### config.mk
export PLATFORM = sky130hd
export DESIGN_NAME = idli_div
export DESIGN_NICKNAME = d
export VERILOG_FILES = /design/src/rtl/core/idli_pkg.sv /design/src/rtl/core/idli_div.sv
export SDC_FILE = /design/constraint.sdc
export NUM_CORES = 1
export LEC_CHECK = 0
export ABC_AREA = 1
export BUFFER_PORTS_ARGS = -buffer_cell sky130_fd_sc_hd__buf_2
export CELL_PAD_IN_SITES_DETAIL_PLACEMENT = 0
export CELL_PAD_IN_SITES_GLOBAL_PLACEMENT = 1
export CORE_MARGIN = 2
export CORE_UTILIZATION = 39
export DETAILED_ROUTE_END_ITERATION = 6
export HOLD_SLACK_MARGIN = 0.1
export PLACE_DENSITY = 0.89
export SLEW_MARGIN = 20
export SYNTH_ARGS = -nofsm -noshare
export SYNTH_HDL_FRONTEND = slang
export SYNTH_SLANG_ARGS = --single-unit
### constraint.sdc
create_clock -name clk -period 5 [get_ports clk]
set_clock_uncertainty 0.1 [all_clocks]
set_input_delay 1.5 -clock clk [delete_from_list [all_inputs] [get_ports clk]]
set_output_delay 1.5 -clock clk [all_outputs]
set_load 0.005 [all_outputs]
### src/rtl/core/idli_pkg.sv
// Package of the inverse distance table interpolator: action codes, register indexes,
// fixed point limits, divider steps, state encoding and the structs between modules.
// Used by idli_div, the top level and the testbench; depends on nothing.
package idli_pkg;

	typedef enum logic [1:0] {
		ACT_WR_POINT = 2'd0,
		ACT_WR_PARAM = 2'd1,
		ACT_QUERY    = 2'd2,
		ACT_NONE     = 2'd3
	} action_t;

	localparam logic CFG_IDX_ENABLE = 1'b0;
	localparam logic CFG_IDX_COUNT  = 1'b1;

	localparam logic [32:0] SUM_EPS    = 33'd6;
	localparam logic [61:0] SNAP_D2    = 62'd115292150;
	localparam logic [61:0] W_SAT_D2   = 62'h0000_0000_8000_0000;
	localparam logic [31:0] WEIGHT_MAX = 32'hFFFF_FFFF;
	localparam logic [63:0] WEIGHT_NUM = 64'h8000_0000_0000_0000;

	localparam logic signed [63:0] S64_MAX = 64'sh7FFF_FFFF_FFFF_FFFF;
	localparam logic signed [63:0] S64_MIN = 64'sh8000_0000_0000_0000;
	localparam logic signed [31:0] S32_MAX = 32'sh7FFF_FFFF;
	localparam logic signed [31:0] S32_MIN = 32'sh8000_0000;

	localparam logic [6:0] STEPS_NORM   = 7'd31;
	localparam logic [6:0] STEPS_WEIGHT = 7'd32;
	localparam logic [6:0] STEPS_FINAL  = 7'd32;

	localparam logic [3:0] LAST_SLOT = 4'd7;

	typedef enum logic [4:0] {
		S_IDLE,
		S_READ,
		S_NF_GO,
		S_NF_WAIT,
		S_NA_GO,
		S_NA_WAIT,
		S_SQ_F,
		S_SQ_A,
		S_D2,
		S_W_GO,
		S_W_WAIT,
		S_MUL,
		S_ADD,
		S_SNAP,
		S_FIN,
		S_FIN_WAIT,
		S_FIN_EMIT
	} state_t;

	typedef struct packed {
		logic        present;
		logic [31:0] value;
	} lane_t;

	typedef struct packed {
		logic        start;
		logic [63:0] num;
		logic [63:0] den;
		logic [6:0]  steps;
	} div_req_t;

	typedef struct packed {
		logic        done;
		logic [63:0] quot;
	} div_rsp_t;

endpackage

### src/rtl/core/idli_div.sv
// Shared restoring divider, one quotient bit per cycle, for the interpolator.
// Depends on idli_pkg for the request and response structs.
module idli_div (
	input  logic                clk,
	input  logic                arst_n,
	input  idli_pkg::div_req_t  req,
	output idli_pkg::div_rsp_t  rsp
);

	logic        busy_q;
	logic        done_q;
	logic [6:0]  cnt_q;
	logic [64:0] rem_q;
	logic [63:0] num_q;
	logic [63:0] den_q;
	logic [63:0] quot_q;
	logic [64:0] rem_sh;
	logic        fits;

	assign rem_sh = {rem_q[63:0], num_q[63]};
	assign fits   = rem_sh >= {1'b0, den_q};

	always_ff @(posedge clk or negedge arst_n) begin
		if (!arst_n) begin
			busy_q <= 1'b0;
			done_q <= 1'b0;
			cnt_q  <= '0;
		end else begin
			done_q <= 1'b0;
			if (req.start) begin
				busy_q <= 1'b1;
				cnt_q  <= req.steps;
			end else if (busy_q) begin
				cnt_q <= cnt_q - 7'd1;
				if (cnt_q == 7'd1) begin
					busy_q <= 1'b0;
					done_q <= 1'b1;
				end
			end
		end
	end

	always_ff @(posedge clk) begin
		if (req.start) begin
			rem_q  <= {1'b0, req.num >> req.steps};
			num_q  <= req.num << (7'd64 - req.steps);
			den_q  <= req.den;
			quot_q <= '0;
		end else if (busy_q) begin
			num_q <= {num_q[62:0], 1'b0};
			if (fits) begin
				rem_q  <= rem_sh - {1'b0, den_q};
				quot_q <= {quot_q[62:0], 1'b1};
			end else begin
				rem_q  <= rem_sh;
				quot_q <= {quot_q[62:0], 1'b0};
			end
		end
	end

	assign rsp.done = done_q;
	assign rsp.quot = quot_q;

endmodule

### Yosys cells after proc, flatten, opt, wreduce, memory -nomap -nowiden

Index checks and enable logic that the tools add are counted.

| word-level totals | value |
|---|---|
| input port bits | 138 |
| logic and storage cells | 29 |
| register bits | 265 |
| output and inout bits | 65 |

| cells by class | value |
|---|---|
| muxes and demuxes | 14 |
| order comparisons | 1 |
| shift operators | 2 |
| reductions and logical operators | 1 |
| eq/ne operators | 1 |
| add/sub/neg operators | 3 |

Operators by type and width:

| kind | count |
|---|---|
| $mux W64 | 5 |
| $ge A65 B64 Y1 | 1 |
| $shl A64 B7 Y64 | 1 |
| $shr A64 B7 Y64 | 1 |
| $sub A64 B64 Y64 | 1 |
| $mux W7 | 2 |
| $eq A7 B1 Y1 const B | 1 |
| $mux W1 | 7 |
| $sub A7 B1 Y7 const B | 1 |
| $sub A7 B7 Y7 const A | 1 |
| $reduce_bool A2 Y1 | 1 |

### Longest topological paths before layout

| logic depth | value |
|---|---|
| depth after elaboration | 4 |
| gate-level depth with buffers | 20 |
| gate-level depth less buffers | 19 |

### Worst setup path before layout

Ideal clock, no wire load.

| path | value |
|---|---|
| path kind | input -> register |
| from | input port req[135] (netlist name) |
| to | register num_q[0] (enable) |
| required time | 4.357 ns |
| stages on the path | 4 |
| path buffers | 2 |
| arrival | 5.496 ns |
| slack | -1.139 ns |
| setup time | 0.543 ns |
| path through | buf_4 -> nor2_1 -> inv_1 -> clkbuf_1 |

| on the way | value |
|---|---|
| word-level cells in the longest chain between the ends | 1 |

RTL lines:

| what | RTL line | text |
|---|---|---|
| start: declaration | idli_div.sv:6 | `input idli_pkg::div_req_t req,` |
| $reduce_bool A2 Y1 (no line) | n/a |  |
| end signal: assignment | idli_div.sv:46 | `num_q <= req.num << (7'd64 - req.steps);` |
| end signal: assignment | idli_div.sv:50 | `num_q <= {num_q[62:0], 1'b0};` |
| end: declaration | idli_div.sv:14 | `logic [63:0] num_q;` |

Every way passes these cells.
A chain may end at the register's enable or synchronous reset.

### Worst setup path after layout

| path | value |
|---|---|
| from | input port req[1] (netlist name) |
| to | register num_q[53] (data pin) |

| on the way | value |
|---|---|
| word-level cells in the longest chain between the ends | 3 |

RTL lines:

| what | RTL line | text |
|---|---|---|
| $sub A7 B7 Y7 | idli_div.sv:46 |  |
| $shl A64 B7 Y64 | idli_div.sv:46 |  |
| $mux W64 | idli_div.sv:44 | `if (req.start) begin` |

Every way passes these cells.

==> results by stage <==
Setup path:
- For the worst flop-to-flop path, the logic depth is 18.
- The worst register-to-register path begins at rem_q[6].
- Grouping stages by cell kind, the critical path spends the most delay in buffers and inverters.
- The register-to-register setup slack is between 1000 and 1500 ps.
- The cell type with the highest occurrence count on the critical path is nand2_1.
- In this run the critical register-to-register path is captured at rem_q[49].
- For the worst setup path, the data required time is 5210 ps.
- The data arrival time of the critical path is roughly 3900 ps.
- Along the worst path, the maximum fanout reaches 25.
- The cell with the biggest individual delay on the critical path is clkinv_1.
- Walking the worst path, the cells encountered are buf_2 -> inv_2 -> ha_1 -> clkinv_1 -> nand2_1 -> o21ai_0 -> nand2_1 -> o21ai_0 -> mux2i_1 -> nand2_1 -> nand3_1 -> nand3_1.
- The path type of the worst setup path is input pin to flop.
- The count of buffer and inverter cells on the critical path is 3.
- STA classifies the critical path startpoint as an input pin.
- The highest cell delay on the worst timing path is about 500 ps.
- The worst setup path is captured at a flop.

Timing:
- The total negative setup slack is 0 ps.
- Setup violations remaining at the end of the flow were counted as 0.
- For this run, the top clock speed supported by timing is approximately 270 MHz.
- For the finished layout, the period the worst path requires is 3700 ps.
- Setup repair after global routing left no endpoint under its margin.
- The count of endpoints failing hold in the final timing report was 0.
- The final critical-path share of the clock period is 0.740.
- The measured slew at the worst slew-check pin is a little over 900 ps.
- The final hold slack is around 380 ps.
- The number of pins with negative max-slew slack in the final report is 0.
- The worst relative slew slack is 0.388.

Layout:
- In the final layout, the share of cells above drive strength 1 is 0.0895.
- From synthesis to final layout, the design area changed by 10.6%.
- The final layout contains around 4200 nets.

Pwr:
- The internal portion of the total power is slightly above 6000 uW.
- The share of total power dissipated in combinational logic is 0.510.
- The reported net switching power is slightly above 5000 uW.
- Summed over all cells, the static leakage comes to ~0.014 uW.
- The switching share of power is 0.455.
- The worst-case vdd ir drop is around 0.27 mV.
- The clock share of power is 0.216.
- The sequential share of power is 0.275.
- For this design the ratio of total power to cell area is a little over 400 nW/um^2.

Synthesis:
- In the synthesized netlist the dominant register cell turns out to be edfxtp_1.
- The number of instances in the synthesized netlist is 3870.
- In the post-synthesis netlist, the cell with the most instances is nand2_1.
- The number of enable-type register cells in the synthesized netlist is roughly 190.
- The mean post-synth cell area is about 6.3 um^2.
- The commonest cells after synthesis are 1405 x nand2_1, 615 x inv_1, 334 x nand3_1, 233 x o21ai_0, 192 x edfxtp_1.
- The number of distinct library cells after synthesis is 52.
- When the netlist entered floorplanning its net count stood at ~4100.
- Of the synthesized area, sequential elements account for 0.300.
- The Yosys warning count is 0.
- The top cell type's share of synthesized area is 0.238.
- Of all flip-flops after synthesis, the portion carrying an async set or reset was 0.0340.
- The cell taking the most area after synthesis is edfxtp_1.
- In the post-synthesis netlist, the biggest area contributors are edfxtp_1 24%, nand2_1 22%, inv_1 9.5%.
- In this run the cell area of the synthesized design comes to between 20000 and 25000 um^2.
- The count of state elements after synthesis is roughly 270.

Hold path:
- Counting instances, the worst hold path has a depth of 2.
- The path class of the lowest-slack min-delay path is flop to flop.
- The startpoint of the most critical hold path is quot_q[0].
- The terminating pin of the worst hold path is quot_q[1].

Clock network:
- Clock tree synthesis selected as its root buffer the cell clkbuf_16.
- The clock passes through at most 3 buffers.
- TritonCTS built the clock tree.
- The number of CTS-inserted buffers is 34.
- The tree built by TritonCTS fans out to about 270 sinks.
- The H-tree was split into 2 levels.
- The post-cts sizing count is 0.
- Clock-pin slew was measured on the worst setup and hold paths at about 60 ps.
- The number of setup buffers added after CTS is 0.
- The clock network latency to the later pin of the worst-skew pair is roughly 560 ps.
- The number of hold buffers added after cts is 0.

Route:
- The first routing iteration left 2469 violations.
- In the final routed layout, each cell accounts on average for between 15 and 20 um.
- The number of nets with antenna violations after routing is 0.
- The number of remaining DRC errors is 0.
- For this run, the detailed router's first-pass iteration total came to 6.
- Across all layers, the routed design uses 25300 vias.
- The mean number of vias per cell is approximately 5.3.
- The overall routed net length is around 90000 um.

Global route:
- The number of antenna violations at the first check in global routing was 9.
- Entering global routing, the biggest net connects 140 pins.
- The total track usage is 0.277.
- The number of global-route vias before repair is 23500.
- The first-pass GRT wire length is about 140000 um.
- The total grt overflow is 0.

Floorplan:
- The floorplan has a little over 90 rows.
- The die is about 250 um tall.
- The starting density of the core is 0.394.
- Pin placement for this block handled between 200 and 250 I/O pins.
- In this run the standard cell core region covers 61500 um^2.
- The die covers roughly 64000 um^2.
- The die is 253 um wide.

Job:
- The number of maximum-capacitance violations is 0.

Place:
- The count of port buffers added during placement is a little over 200.
- The final weighted congestion of routability-driven global placement is roughly 0.99.
- The detailed placer's ending HPWL is a little over 70000 um.

Status:
- The run finished with clean final reports.
## power by group through the flow
stage          combinational (uW)  sequential, uW  clock [uW]
3_5_place_dp                 5520            3070           0
2_1_floorplan                4050            2960           0
6_report                     5640            3040        2390
5_1_grt                      6280            3070        2520
3_3_place_gp                 5490            3070           0
4_1_cts                      5550            3030        2450
## tightest hold or removal path: stages (launching register included)
cell     delay [ps]
dfxtp_1         300
inv_1            60
o22ai_1          70
## placed cells by master, fill, tap and decap left out, types with 14 or more instances in the layout
cell type  count
nand2_1     1405
inv_1        612
nand3_1      334
o21ai_0      233
buf_2        200
edfxtp_1     192
nor2_1       153
o211ai_1      81
a21oi_1       78
o21ai_1       70
ha_1          67
nand3b_1      65
o22ai_1       65
dfxtp_1       64
buf_4         40
mux2i_1       36
clkbuf_16     35
xnor2_1       32
nand4_1       23
nor3_1        17
a22oi_1       16
inv_2         14
## flip-flops by register name, indices dropped and copies added, names as in the netlist
name / flops
cnt_q: 7
rem_q: 64
den_q: 64
busy_q: 1
quot_q: 64
num_q: 64
done_q: 1
## cells by family (layout without fill, tap and decap cells)
kind of cell    count (synthesis)  in the layout  share of synthesized area
xor+xnor                       37             37                     0.0137
simple gates                 2062           2062                      0.360
flops                         265            265                      0.300
buf+inv                       819            939                      0.137
other cells                     0              1                          0
compound gates                583            583                      0.139
mux                            36             36                     0.0149
fa+ha+maj                      68             68                     0.0355
## worst max-delay path by stage
stage	start	end	slack [ps]	cells past startpoint
after detailed placement	req[1]	num_q[57]	790	13
final	req[1]	num_q[53]	1300	12
after global placement	req[1]	num_q[57]	780	13
after global routing	req[1]	num_q[46]	1140	13
after CTS	req[1]	num_q[57]	1380	13
after floorplan	req[135]	num_q[0]	870	4
## stage by stage
stage	setup WS [ps]	std cells	power (uW)	utilization	area, um^2
6_report	1300	4781	11100	0.436	26800
3_5_place_dp	793	4718	8580	0.418	25700
3_3_place_gp	780	4718	8560	0.418	25700
2_1_floorplan	874	3870	7010	-	24200
5_1_grt	1140	4781	11900	0.436	26800
4_1_cts	1380	4780	11000	0.436	26800
## cell type report
type                    count  area (um^2)
fillers                  6684        34700
multi-input cells        2786        13700
flip-flops and latches    265         7270
inverters                 631         2380
repair buffers            246         1420
well taps                 790          988
clock buffers              43          926
clock inverters            19          148
diodes                      1         2.50
## layer usage
layer  part of all wire  up-vias  wire [um]  GRT usage
met2               0.46      917      41100      0.458
met5             0.0010        -         94          0
met1               0.42    11500      38200      0.358
met3              0.070      202       6270     0.0414
met4              0.048       16       4360      0.122
li1                   -    12600          -          -
No activity file was read; power rests on OpenSTA's default activity.
